**src/design/sgcs_pkg.sv**
```systemverilog
// ----------------------------------------------------------------------------
// sgcs_pkg: shared types and constants of the scanner glow column shader
// Word layouts of both channels, register indexes, glyph codes, color
// constants and the palette quantizer.
// ----------------------------------------------------------------------------
package sgcs_pkg;

  // Configuration port.
  localparam int CFG_IDX_W  = 3;
  localparam int CFG_DATA_W = 11;

  typedef enum logic [CFG_IDX_W-1:0] {
    CFG_COLUMN_COUNT    = 3'd0,
    CFG_SCAN_STEP       = 3'd1,
    CFG_TRAIL_DIVISOR   = 3'd2,
    CFG_BACKGROUND_MODE = 3'd3,
    CFG_RUMBLE_MODE     = 3'd4
  } cfg_idx_e;

  localparam logic [10:0] RST_COLUMN_COUNT  = 11'd80;
  localparam logic [10:0] RST_SCAN_STEP     = 11'h7FA;  // -6
  localparam logic [6:0]  RST_TRAIL_DIVISOR = 7'd1;

  typedef enum logic [1:0] {
    GLYPH_THIN  = 2'd0,
    GLYPH_THICK = 2'd1,
    GLYPH_SPACE = 2'd2
  } glyph_e;

  // Tint ramps: level = base + gain * v / 255.
  localparam logic [7:0] R_BASE = 8'd15;
  localparam logic [7:0] G_BASE = 8'd12;
  localparam logic [7:0] B_BASE = 8'd10;
  localparam logic [7:0] R_GAIN = 8'd240;
  localparam logic [7:0] G_GAIN = 8'd208;
  localparam logic [7:0] B_GAIN = 8'd190;

  // x / 255 == (x * RECIP_255) >> RECIP_SHIFT for any 16-bit x.
  localparam int          RECIP_W     = 16;
  localparam logic [15:0] RECIP_255   = 16'd32897;
  localparam int          RECIP_SHIFT = 23;

  // Falloff scale and shape limits.
  localparam logic [7:0] FALLOFF_SCALE = 8'd255;
  localparam int         V_BITS        = 8;
  localparam int         LEAD_MIN      = 2;
  localparam int         TRAIL_MIN     = 8;
  localparam int         LEAD_SHIFT    = 4;

  // Six-level cube quantizer.
  localparam int QUANT_LOW  = 48;
  localparam int QUANT_MID  = 115;
  localparam int QUANT_OFS  = 35;
  localparam int QUANT_STEP = 40;
  localparam logic [7:0] PALETTE_BASE = 8'd16;

  typedef struct packed {
    logic [9:0] column_index;
    logic       frame_end;
  } in_t;

  typedef struct packed {
    logic [7:0] red_level;
    logic [7:0] green_level;
    logic [7:0] blue_level;
    logic [7:0] palette_index;
    logic [1:0] glyph_select;
    logic       color_changed;
  } out_t;

  function automatic logic [2:0] quant6(input logic [7:0] c);
    logic [2:0] q;
    if (c < 8'(QUANT_LOW))                              q = 3'd0;
    else if (c < 8'(QUANT_MID))                         q = 3'd1;
    else if (c < 8'(QUANT_OFS + 3 * QUANT_STEP))        q = 3'd2;
    else if (c < 8'(QUANT_OFS + 4 * QUANT_STEP))        q = 3'd3;
    else if (c < 8'(QUANT_OFS + 5 * QUANT_STEP))        q = 3'd4;
    else                                                q = 3'd5;
    return q;
  endfunction

  function automatic logic [7:0] palette(input logic [7:0] r, input logic [7:0] g,
                                         input logic [7:0] b);
    logic [7:0] qr;
    logic [7:0] qg;
    logic [7:0] qb;
    qr = 8'(quant6(r));
    qg = 8'(quant6(g));
    qb = 8'(quant6(b));
    return PALETTE_BASE + qr * 8'd36 + qg * 8'd6 + qb;
  endfunction

endpackage

```
**src/design/sgcs_div.sv**
```systemverilog
// ----------------------------------------------------------------------------
// sgcs_div: shared restoring divider
// Produces one quotient bit per cycle. The caller hands over the divisor
// already aligned to the top quotient bit and the number of bits to produce.
// ----------------------------------------------------------------------------
module sgcs_div #(
  parameter int NW  = 41,
  parameter int QW  = 12,
  parameter int SCW = 4
) (
  input  logic           clk_i,
  input  logic           rst_ni,
  input  logic           start_i,
  input  logic [NW-1:0]  dividend_i,
  input  logic [NW-1:0]  divisor_i,
  input  logic [SCW-1:0] steps_i,
  output logic           done_o,
  output logic [QW-1:0]  quotient_o,
  output logic [NW-1:0]  remainder_o
);

  logic           busy_q;
  logic           done_q;
  logic [SCW-1:0] cnt_q;
  logic [NW-1:0]  rem_q;
  logic [NW-1:0]  sd_q;
  logic [QW-1:0]  quo_q;
  logic           fits;

  assign fits = (rem_q >= sd_q);

  always_ff @(posedge clk_i or negedge rst_ni) begin
    if (!rst_ni) begin
      busy_q <= 1'b0;
      done_q <= 1'b0;
      cnt_q  <= '0;
    end else begin
      done_q <= 1'b0;
      if (start_i) begin
        busy_q <= 1'b1;
        cnt_q  <= steps_i;
      end else if (busy_q) begin
        cnt_q <= cnt_q - SCW'(1);
        if (cnt_q == SCW'(1)) begin
          busy_q <= 1'b0;
          done_q <= 1'b1;
        end
      end
    end
  end

  always_ff @(posedge clk_i) begin
    if (start_i) begin
      rem_q <= dividend_i;
      sd_q  <= divisor_i;
      quo_q <= '0;
    end else if (busy_q) begin
      if (fits) begin
        rem_q <= rem_q - sd_q;
      end
      quo_q <= {quo_q[QW-2:0], fits};
      sd_q  <= sd_q >> 1;
    end
  end

  assign done_o      = done_q;
  assign quotient_o  = quo_q;
  assign remainder_o = rem_q;

endmodule

```
**src/design/scanner_glow_column_shader.sv**
```systemverilog
// ----------------------------------------------------------------------------
// scanner_glow_column_shader: shades one column of a scanning glow bar
// Wrapped distance to the scan position, quadratic or cubic falloff, RGB tint,
// palette index, glyph and color-change flag; scan position steps per frame.
// ----------------------------------------------------------------------------
// Usage:
//   The input channel takes one word per column: the column index and the
//   frame-end mark. The output channel returns one word per column with the
//   tint, its cube palette index, the glyph code and the color-changed flag.
//   The configuration channel is always ready and writes one register per
//   word; write it only while no column is in flight.
//   A column on the trailing side of the glow goes through the cubic
//   multiplies; one on the leading side skips them, and one outside the
//   glow skips the falloff altogether. A column that carries the frame-end
//   mark adds the position update. The steps are done by the shared
//   restoring divider, which yields one quotient bit per cycle for the
//   trailing width, the falloff and the position modulo, and by the single
//   shared multiplier.
//   One column is worked on at a time; the next one is accepted as soon as
//   the previous output word is registered, or for a frame-end column as
//   soon as the position is updated, even if the word has not been taken.
//   If the receiver stalls, the block waits with the finished tint until
//   the output register is free.
//   Reset sets the registers to their defaults, the scan position to zero
//   and marks the previous color as unknown.
// ----------------------------------------------------------------------------
module scanner_glow_column_shader #(
  parameter int MAX_COLUMNS = 1024
) (
  input  logic                              clk_i,
  input  logic                              rst_ni,
  input  logic                              in_valid_i,
  output logic                              in_ready_o,
  input  sgcs_pkg::in_t                     in_data_i,
  output logic                              out_valid_o,
  input  logic                              out_ready_i,
  output sgcs_pkg::out_t                    out_data_o,
  input  logic                              cfg_valid_i,
  output logic                              cfg_ready_o,
  input  logic [sgcs_pkg::CFG_IDX_W-1:0]    cfg_index_i,
  input  logic [sgcs_pkg::CFG_DATA_W-1:0]   cfg_data_i
);

  localparam int CW  = (MAX_COLUMNS > 2047) ? 11 : $clog2(MAX_COLUMNS + 1);
  localparam int PW  = (MAX_COLUMNS > 2048) ? 11 : $clog2(MAX_COLUMNS);
  localparam int DW  = ((CW > 10) ? CW : 10) + 2;
  localparam int SW  = ((PW > 11) ? PW : 11) + 1;
  localparam int NW  = 3 * CW + 8;
  localparam int QW  = SW;
  localparam int SCW = $clog2(SW + 1);
  localparam int AW  = (2 * CW > 16) ? 2 * CW : 16;
  localparam int BW  = sgcs_pkg::RECIP_W;
  localparam int PRW = AW + BW;
  localparam int VW  = sgcs_pkg::V_BITS;

  typedef enum logic [4:0] {
    S_IDLE, S_HT_START, S_HT_WAIT, S_DELTA, S_SIDE, S_DD, S_HH, S_D3, S_H3,
    S_V_START, S_V_WAIT, S_SCALE, S_MR, S_MG, S_MB, S_EMIT, S_MOD_START,
    S_MOD_WAIT
  } state_e;

  // Configuration registers.
  logic [10:0]        col_cnt_q;
  logic signed [10:0] step_q;
  logic [6:0]         tdiv_q;
  logic               bg_q;
  logic               rumble_q;

  // Control state.
  state_e             state_q;
  logic               out_valid_q;
  logic               prev_valid_q;
  logic [PW-1:0]      pos_q;

  // Working registers.
  logic [9:0]         col_q;
  logic               fend_q;
  logic [CW-1:0]      cols_q;
  logic [CW-1:0]      ht_q;
  logic [CW-1:0]      hl_q;
  logic signed [DW-1:0] delta_q;
  logic               lead_q;
  logic [CW-1:0]      hw_q;
  logic [CW-1:0]      d_q;
  logic [2*CW-1:0]    d2_q;
  logic [2*CW-1:0]    h2_q;
  logic [3*CW-1:0]    d3_q;
  logic [3*CW-1:0]    h3_q;
  logic [VW-1:0]      v_q;
  logic [15:0]        xr_q;
  logic [15:0]        xg_q;
  logic [15:0]        xb_q;
  logic [7:0]         r_q;
  logic [7:0]         g_q;
  logic [7:0]         b_q;
  logic [23:0]        prev_color_q;
  sgcs_pkg::out_t     out_q;

  // Combinational helpers.
  logic [CW-1:0]        cols_clamped;
  logic [6:0]           div_eff;
  logic signed [DW-1:0] half_s;
  logic signed [DW-1:0] cols_s;
  logic signed [DW-1:0] delta_raw;
  logic signed [DW-1:0] delta_hi;
  logic signed [DW-1:0] delta_w;
  logic [DW-1:0]        distance;
  logic                 step_pos;
  logic                 lead_w;
  logic [CW-1:0]        hw_w;
  logic                 in_range;
  logic [CW-1:0]        hl_w;
  logic signed [SW:0]   pos_sum;
  logic                 sum_neg;
  logic [SW-1:0]        sum_mag;
  logic [CW-1:0]        mod_rem;
  logic [23:0]          rgb;
  logic                 out_free;
  logic                 in_fire;

  logic [AW-1:0]  mul_a;
  logic [BW-1:0]  mul_b;
  logic [PRW-1:0] prod;

  logic           div_start;
  logic [NW-1:0]  div_dividend;
  logic [NW-1:0]  div_divisor;
  logic [SCW-1:0] div_steps;
  logic           div_done;
  logic [QW-1:0]  div_quo;
  logic [NW-1:0]  div_rem;

  assign cfg_ready_o = 1'b1;
  assign in_ready_o  = (state_q == S_IDLE);
  assign in_fire     = in_valid_i && in_ready_o;
  assign out_free    = !out_valid_q || out_ready_i;

  always_ff @(posedge clk_i or negedge rst_ni) begin
    if (!rst_ni) begin
      col_cnt_q <= sgcs_pkg::RST_COLUMN_COUNT;
      step_q    <= $signed(sgcs_pkg::RST_SCAN_STEP);
      tdiv_q    <= sgcs_pkg::RST_TRAIL_DIVISOR;
      bg_q      <= 1'b0;
      rumble_q  <= 1'b0;
    end else if (cfg_valid_i && cfg_ready_o) begin
      case (sgcs_pkg::cfg_idx_e'(cfg_index_i))
        sgcs_pkg::CFG_COLUMN_COUNT:    col_cnt_q <= cfg_data_i[10:0];
        sgcs_pkg::CFG_SCAN_STEP:       step_q    <= $signed(cfg_data_i[10:0]);
        sgcs_pkg::CFG_TRAIL_DIVISOR:   tdiv_q    <= cfg_data_i[6:0];
        sgcs_pkg::CFG_BACKGROUND_MODE: bg_q      <= cfg_data_i[0];
        sgcs_pkg::CFG_RUMBLE_MODE:     rumble_q  <= cfg_data_i[0];
        default: ;
      endcase
    end
  end

  // Geometry of the glow for the column in flight.
  always_comb begin
    if (col_cnt_q < 11'd2) begin
      cols_clamped = CW'(2);
    end else if (32'(col_cnt_q) > MAX_COLUMNS) begin
      cols_clamped = CW'(MAX_COLUMNS);
    end else begin
      cols_clamped = CW'(col_cnt_q);
    end
    div_eff = (tdiv_q == 7'd0) ? 7'd1 : tdiv_q;
    hl_w    = ((cols_q >> sgcs_pkg::LEAD_SHIFT) < CW'(sgcs_pkg::LEAD_MIN)) ?
              CW'(sgcs_pkg::LEAD_MIN) : (cols_q >> sgcs_pkg::LEAD_SHIFT);

    // The distance wraps once around the bar, high side first.
    cols_s    = $signed(DW'(cols_q));
    half_s    = $signed(DW'(cols_q >> 1));
    delta_raw = $signed(DW'(col_q)) - $signed(DW'(pos_q));
    delta_hi  = (delta_raw > half_s) ? delta_raw - cols_s : delta_raw;
    delta_w   = (delta_hi < -half_s) ? delta_hi + cols_s : delta_hi;

    // A zero step counts as moving toward lower columns.
    step_pos = !step_q[10] && (step_q != 11'sd0);
    distance = delta_q[DW-1] ? DW'(-delta_q) : DW'(delta_q);
    lead_w   = step_pos ? (delta_q > 0) : delta_q[DW-1];
    hw_w     = lead_w ? hl_q : ht_q;
    in_range = distance < DW'(hw_w);

    pos_sum = $signed((SW + 1)'(pos_q)) + (SW + 1)'(step_q);
    sum_neg = pos_sum[SW];
    sum_mag = sum_neg ? SW'(-pos_sum) : SW'(pos_sum);
    mod_rem = div_rem[CW-1:0];

    rgb = {r_q, g_q, b_q};
  end

  // The shared multiplier, used by the falloff powers and the divide by 255 of the tint.
  always_comb begin
    mul_a = '0;
    mul_b = '0;
    case (state_q)
      S_DD: begin
        mul_a = AW'(d_q);
        mul_b = BW'(d_q);
      end
      S_HH: begin
        mul_a = AW'(hw_q);
        mul_b = BW'(hw_q);
      end
      S_D3: begin
        mul_a = AW'(d2_q);
        mul_b = BW'(d_q);
      end
      S_H3: begin
        mul_a = AW'(h2_q);
        mul_b = BW'(hw_q);
      end
      S_MR: begin
        mul_a = AW'(xr_q);
        mul_b = sgcs_pkg::RECIP_255;
      end
      S_MG: begin
        mul_a = AW'(xg_q);
        mul_b = sgcs_pkg::RECIP_255;
      end
      S_MB: begin
        mul_a = AW'(xb_q);
        mul_b = sgcs_pkg::RECIP_255;
      end
      default: ;
    endcase
    prod = PRW'(mul_a) * PRW'(mul_b);
  end

  // Requests to the shared divider.
  always_comb begin
    div_start    = 1'b0;
    div_dividend = '0;
    div_divisor  = '0;
    div_steps    = '0;
    case (state_q)
      S_HT_START: begin
        div_start    = 1'b1;
        div_dividend = NW'(cols_q);
        div_divisor  = NW'(div_eff) << (CW - 1);
        div_steps    = SCW'(CW);
      end
      S_V_START: begin
        // The quotient stays below 256, so eight bits are enough.
        div_start = 1'b1;
        if (lead_q) begin
          div_dividend = (NW'(d2_q) << 8) - NW'(d2_q);
          div_divisor  = NW'(h2_q) << (VW - 1);
        end else begin
          div_dividend = (NW'(d3_q) << 8) - NW'(d3_q);
          div_divisor  = NW'(h3_q) << (VW - 1);
        end
        div_steps = SCW'(VW);
      end
      S_MOD_START: begin
        div_start    = 1'b1;
        div_dividend = NW'(sum_mag);
        div_divisor  = NW'(cols_q) << (SW - 1);
        div_steps    = SCW'(SW);
      end
      default: ;
    endcase
  end

  sgcs_div #(
    .NW  (NW),
    .QW  (QW),
    .SCW (SCW)
  ) u_div (
    .clk_i       (clk_i),
    .rst_ni      (rst_ni),
    .start_i     (div_start),
    .dividend_i  (div_dividend),
    .divisor_i   (div_divisor),
    .steps_i     (div_steps),
    .done_o      (div_done),
    .quotient_o  (div_quo),
    .remainder_o (div_rem)
  );

  // Sequencer and registered output handshake.
  always_ff @(posedge clk_i or negedge rst_ni) begin
    if (!rst_ni) begin
      state_q      <= S_IDLE;
      out_valid_q  <= 1'b0;
      prev_valid_q <= 1'b0;
      pos_q        <= '0;
    end else begin
      if (out_valid_q && out_ready_i) begin
        out_valid_q <= 1'b0;
      end
      case (state_q)
        S_IDLE: begin
          if (in_fire) begin
            state_q <= S_HT_START;
          end
        end
        S_HT_START: state_q <= S_HT_WAIT;
        S_HT_WAIT: begin
          if (div_done) begin
            state_q <= S_DELTA;
          end
        end
        S_DELTA: state_q <= S_SIDE;
        S_SIDE:  state_q <= in_range ? S_DD : S_SCALE;
        S_DD:    state_q <= S_HH;
        S_HH:    state_q <= lead_q ? S_V_START : S_D3;
        S_D3:    state_q <= S_H3;
        S_H3:    state_q <= S_V_START;
        S_V_START: state_q <= S_V_WAIT;
        S_V_WAIT: begin
          if (div_done) begin
            state_q <= S_SCALE;
          end
        end
        S_SCALE: state_q <= S_MR;
        S_MR:    state_q <= S_MG;
        S_MG:    state_q <= S_MB;
        S_MB:    state_q <= S_EMIT;
        S_EMIT: begin
          if (out_free) begin
            out_valid_q  <= 1'b1;
            prev_valid_q <= 1'b1;
            state_q      <= fend_q ? S_MOD_START : S_IDLE;
          end
        end
        S_MOD_START: state_q <= S_MOD_WAIT;
        S_MOD_WAIT: begin
          if (div_done) begin
            // True modulo: a negative sum with a remainder folds up from cols.
            if (sum_neg && (mod_rem != '0)) begin
              pos_q <= PW'(cols_q - mod_rem);
            end else begin
              pos_q <= PW'(mod_rem);
            end
            state_q <= S_IDLE;
          end
        end
        default: state_q <= S_IDLE;
      endcase
    end
  end

  always_ff @(posedge clk_i) begin
    case (state_q)
      S_IDLE: begin
        if (in_fire) begin
          col_q  <= in_data_i.column_index;
          fend_q <= in_data_i.frame_end;
          cols_q <= cols_clamped;
        end
      end
      S_HT_WAIT: begin
        if (div_done) begin
          ht_q <= (div_quo < QW'(sgcs_pkg::TRAIL_MIN)) ?
                  CW'(sgcs_pkg::TRAIL_MIN) : CW'(div_quo);
          hl_q <= hl_w;
        end
      end
      S_DELTA: delta_q <= delta_w;
      S_SIDE: begin
        lead_q <= lead_w;
        hw_q   <= hw_w;
        d_q    <= hw_w - CW'(distance);
        if (!in_range) begin
          v_q <= '0;
        end
      end
      S_DD: d2_q <= prod[2*CW-1:0];
      S_HH: h2_q <= prod[2*CW-1:0];
      S_D3: d3_q <= prod[3*CW-1:0];
      S_H3: h3_q <= prod[3*CW-1:0];
      S_V_WAIT: begin
        if (div_done) begin
          v_q <= div_quo[VW-1:0];
        end
      end
      S_SCALE: begin
        xr_q <= 16'(v_q) * 16'(sgcs_pkg::R_GAIN);
        xg_q <= 16'(v_q) * 16'(sgcs_pkg::G_GAIN);
        xb_q <= 16'(v_q) * 16'(sgcs_pkg::B_GAIN);
      end
      S_MR: r_q <= sgcs_pkg::R_BASE + prod[sgcs_pkg::RECIP_SHIFT +: 8];
      S_MG: g_q <= sgcs_pkg::G_BASE + prod[sgcs_pkg::RECIP_SHIFT +: 8];
      S_MB: b_q <= sgcs_pkg::B_BASE + prod[sgcs_pkg::RECIP_SHIFT +: 8];
      S_EMIT: begin
        if (out_free) begin
          out_q.red_level     <= r_q;
          out_q.green_level   <= g_q;
          out_q.blue_level    <= b_q;
          out_q.palette_index <= sgcs_pkg::palette(r_q, g_q, b_q);
          if (bg_q) begin
            out_q.glyph_select <= sgcs_pkg::GLYPH_SPACE;
          end else if (rumble_q && v_q[0]) begin
            out_q.glyph_select <= sgcs_pkg::GLYPH_THICK;
          end else begin
            out_q.glyph_select <= sgcs_pkg::GLYPH_THIN;
          end
          out_q.color_changed <= (col_q == 10'd0) || !prev_valid_q ||
                                 (rgb != prev_color_q);
          prev_color_q <= rgb;
        end
      end
      default: ;
    endcase
  end

  assign out_valid_o = out_valid_q;
  assign out_data_o  = out_q;

endmodule

```
**config.mk**
```make
export PLATFORM = sky130hd
export DESIGN_NAME = scanner_glow_column_shader
export DESIGN_NICKNAME = d
export VERILOG_FILES = /design/src/design/sgcs_pkg.sv /design/src/design/sgcs_div.sv /design/src/design/scanner_glow_column_shader.sv
export SDC_FILE = /design/constraint.sdc
export NUM_CORES = 2
export LEC_CHECK = 0
export ABC_AREA = 1
export ABC_CLOCK_PERIOD_IN_PS = 10300
export BUFFER_PORTS_ARGS = -buffer_cell sky130_fd_sc_hd__buf_2
export CAP_MARGIN = 20
export CORE_UTILIZATION = 51
export DETAILED_ROUTE_END_ITERATION = 8
export PLACE_DENSITY = 0.69
export SLEW_MARGIN = 25
export SYNTH_ARGS = -nofsm -noshare
export SYNTH_HDL_FRONTEND = slang
export SYNTH_SLANG_ARGS = --single-unit
```
**constraint.sdc**
```tcl
create_clock -name clk_i -period 10.3 [get_ports clk_i]
set_clock_uncertainty 0.15 [all_clocks]
set_input_delay 3.09 -clock clk_i [delete_from_list [all_inputs] [get_ports clk_i]]
set_output_delay 3.09 -clock clk_i [all_outputs]
set_load 0.1 [all_outputs]
```
==> impl_metrics.json <==
{
  "status": "finished clean",
  "p_per_area_nw_per_um2": 282,
  "firstDrtPassIters": 6,
  "gp_congestion": 1.02,
  "peakVddDrop_v": 0.000370,
  "clkTransAtPathRegs_ns": 0.06,
  "synth-seq-cells": 434,
  "die_h_um": 280,
  "finalSetupViolations": 0,
  "path_common_cell": "inv_1",
  "worstSetupStartpointType": "register",
  "nFillCells": 7130,
  "fin_crit_sh_pct": 88.6,
  "fp.dieW_um": 280,
  "postCtsResizedCells": 0,
  "relSlewSlack_pct": 25.1,
  "final.min_clock_period_ns": 9.12,
  "fin_util_pct": 55.8,
  "ys_types": 69,
  "grtUsageTotal_pct": 30.4,
  "holdWs_ns": 0.304,
  "p_leak_nw": 19.9,
  "fp.dieArea_um2": 78200,
  "endpoint_kind": "register",
  "yosys_warnings": 0,
  "grt_pass1_vias": 32300,
  "rows": 101,
  "drt_iter0_markers": 3073,
  "crit_path_max_incr_delay_ns": 0.76,
  "synth.most_common_cell": "inv_1",
  "clk-insertion-delay-late_ns": 0.61,
  "grt_max_degree": 55,
  "coreArea_um2": 76100,
  "synth_area_leaders": "edfxtp_1 (28%), fa_1 (12%), ha_1 (12%), inv_1 (9.0%), nand2_1 (7.6%)",
  "syn_to_final_growth_pct": 8.03,
  "io_pins": 68,
  "synth_commonest_cells": "inv_1 (939), nand2_1 (794), nor2_1 (496), ha_1 (376), edfxtp_1 (368)",
  "critPathMaxFanout": 21,
  "gr-total-overflow": 0,
  "crit_buf_inv": 10,
  "dp_hpwl_mm": 94.2,
  "critPathSlowestCell": "nor3_2",
  "cts_hold_buf": 0,
  "numClockSinks": 434,
  "worstPathRequired_ns": 10.49,
  "cts-root-buf": "clkbuf_16",
  "avgSynthCellArea_um2": 8.31,
  "synth_top_area_share_pct": 28.1,
  "multi_input_area_um2": 22800,
  "seq_area_um2": 12700,
  "detail_route.wl_per_cell_um": 20.0,
  "postCtsSetupBuffers": 0,
  "worstReg2RegStart": "state_q[4]",
  "synth-async-reset-ratio_pct": 12.4,
  "holdCritPathClass": "reg2reg",
  "synth_edf_count": 368,
  "final_antenna_net_count": 0,
  "tightest_slew_ns": 1.12,
  "drc": 0,
  "drive_gt1_share_pct": 5.33,
  "vias": 32900,
  "viasPerCell": 5.60,
  "fin_setup_tns_ns": 0,
  "cts_htree_levels": 2,
  "ctsLongestPathBuffers": 3,
  "rsz0062_at_grt": "no",
  "critPathTopFamily": "adder cells",
  "final_nets": 5442,
  "finalHoldViolCount": 0,
  "grt_pass1_wl_mm": 183,
  "wirelength_mm": 118,
  "synth_flop_cell": "edfxtp_1",
  "cap_violations": 0,
  "seq_area_frac_synth_pct": 32.2,
  "syn_inst": 4734,
  "antenna_found_initial": 2,
  "hold_path_startpoint": "r_q[2]",
  "yosysTopAreaCell": "edfxtp_1",
  "cts_buffers": 49,
  "maxSlewViolCount": 0,
  "initial_utilization_pct": 51.7,
  "fmax_mhz": 110,
  "portBuffers": 66,
  "cts_tree": "yes",
  "crit_start": "state_q[4]",
  "critPathKind": "reg2reg",
  "cp.arrival_ns": 9.32,
  "syn-cell-area_um2": 39300
}
==> worst reg2reg max path, delay by kind of cell, from the launching register on <==
family | cells | cell delay, ns
buffers and inverters | 10 | 1.56
AOI/OAI and AO/OA | 2 | 0.55
adders and majority gates | 8 | 3.34
and+or+nand+nor | 13 | 2.63
DFF | 1 | 0.49
xor gates and xnor gates | 1 | 0.16
==> cells by family (layout without fill, tap and decap cells) <==
kind of cell	after synthesis	in the layout	share of synthesized area [%]
flops	434	434	32.2
fa+ha+maj	613	613	24.0
xor+xnor	175	175	3.99
other cells	2	4	0.0191
buf+inv	1035	1137	10.0
simple gates	1615	1615	17.0
compound gates	860	860	12.8
==> state kept, by name (all words and copies together) (netlist names), 12 cells and up <==
signal / cells
u_div.remainder_o: 41
delta_q: 13
d2_q: 22
u_div.sd_q: 40
prev_color_q: 24
h2_q: 22
h3_q: 33
u_div.quotient_o: 12
d3_q: 33
xb_q: 15
==> report_power, final <==
group,switching (mW),leakage [nW],internal [mW]
combinational,4.75,14.8,2.37
clock,0.752,0.781,1.02
sequential,0.307,4.27,2.77
==> metrics by stage <==
stage | setup slack, ns | cells | instance area, um2 | power (mW)
after floorplan | 1.65 | 4735 | 39300 | 8.09
after global placement | 1.31 | 5778 | 40900 | 9.98
after detailed placement | 1.33 | 5778 | 40900 | 10.1
after CTS | 1.29 | 5867 | 42500 | 11.9
after global routing | 0.629 | 5867 | 42500 | 13.0
final | 1.18 | 5868 | 42500 | 12.0
==> layer usage <==
metal | GRT usage, % | routed length [um] | share of wire [%] | vias up
met5 | 0 | 13 | 0.011 | -
met4 | 10.4 | 4230 | 3.6 | 2
met3 | 4.25 | 9470 | 8.1 | 211
met2 | 48.5 | 52300 | 44 | 1390
met1 | 42.6 | 51600 | 44 | 15600
li1 | - | - | - | 15700
==> layout make-up <==
| class | count | share of cell area, % |
|---|---|---|
| Multi-Input combinational cell | 3266 | 53.6 |
| Sequential cell | 434 | 29.8 |
| Inverter | 950 | 8.40 |
| Clock buffer | 61 | 3.04 |
| Tap cell | 1030 | 3.03 |
| Timing Repair Buffer | 98 | 1.34 |
| Clock inverter | 28 | 0.745 |
| Antenna cell | 1 | 0.00589 |
==> placed cells by master (no fill, tap or decap), types with 47 or more instances in the layout <==
| cell type | n |
|---|---|
| nand2_1 | 792 |
| nor3_1 | 51 |
| inv_1 | 938 |
| a21oi_1 | 300 |
| fa_1 | 237 |
| xor2_1 | 126 |
| o21ai_0 | 276 |
| buf_2 | 66 |
| edfxtp_1 | 368 |
| nor2_1 | 487 |
| nand3_1 | 161 |
| ha_1 | 376 |
| xnor2_1 | 47 |
| clkbuf_16 | 49 |
==> worst paths after layout <==
path | endpoint | cells after the start | slack, ns
max in group asynchronous | state_q[0] | 2 | 7.01
min in group asynchronous | col_cnt_q[2] | 2 | 2.48
worst min register to register | prev_color_q[18] | 0 | 0.30
worst min-delay path | prev_color_q[18] | 0 | 0.30
worst max register to register | b_q[7] | 34 | 1.18
worst max-delay path | b_q[7] | 34 | 1.18
No activity file was read; power rests on OpenSTA's default activity.
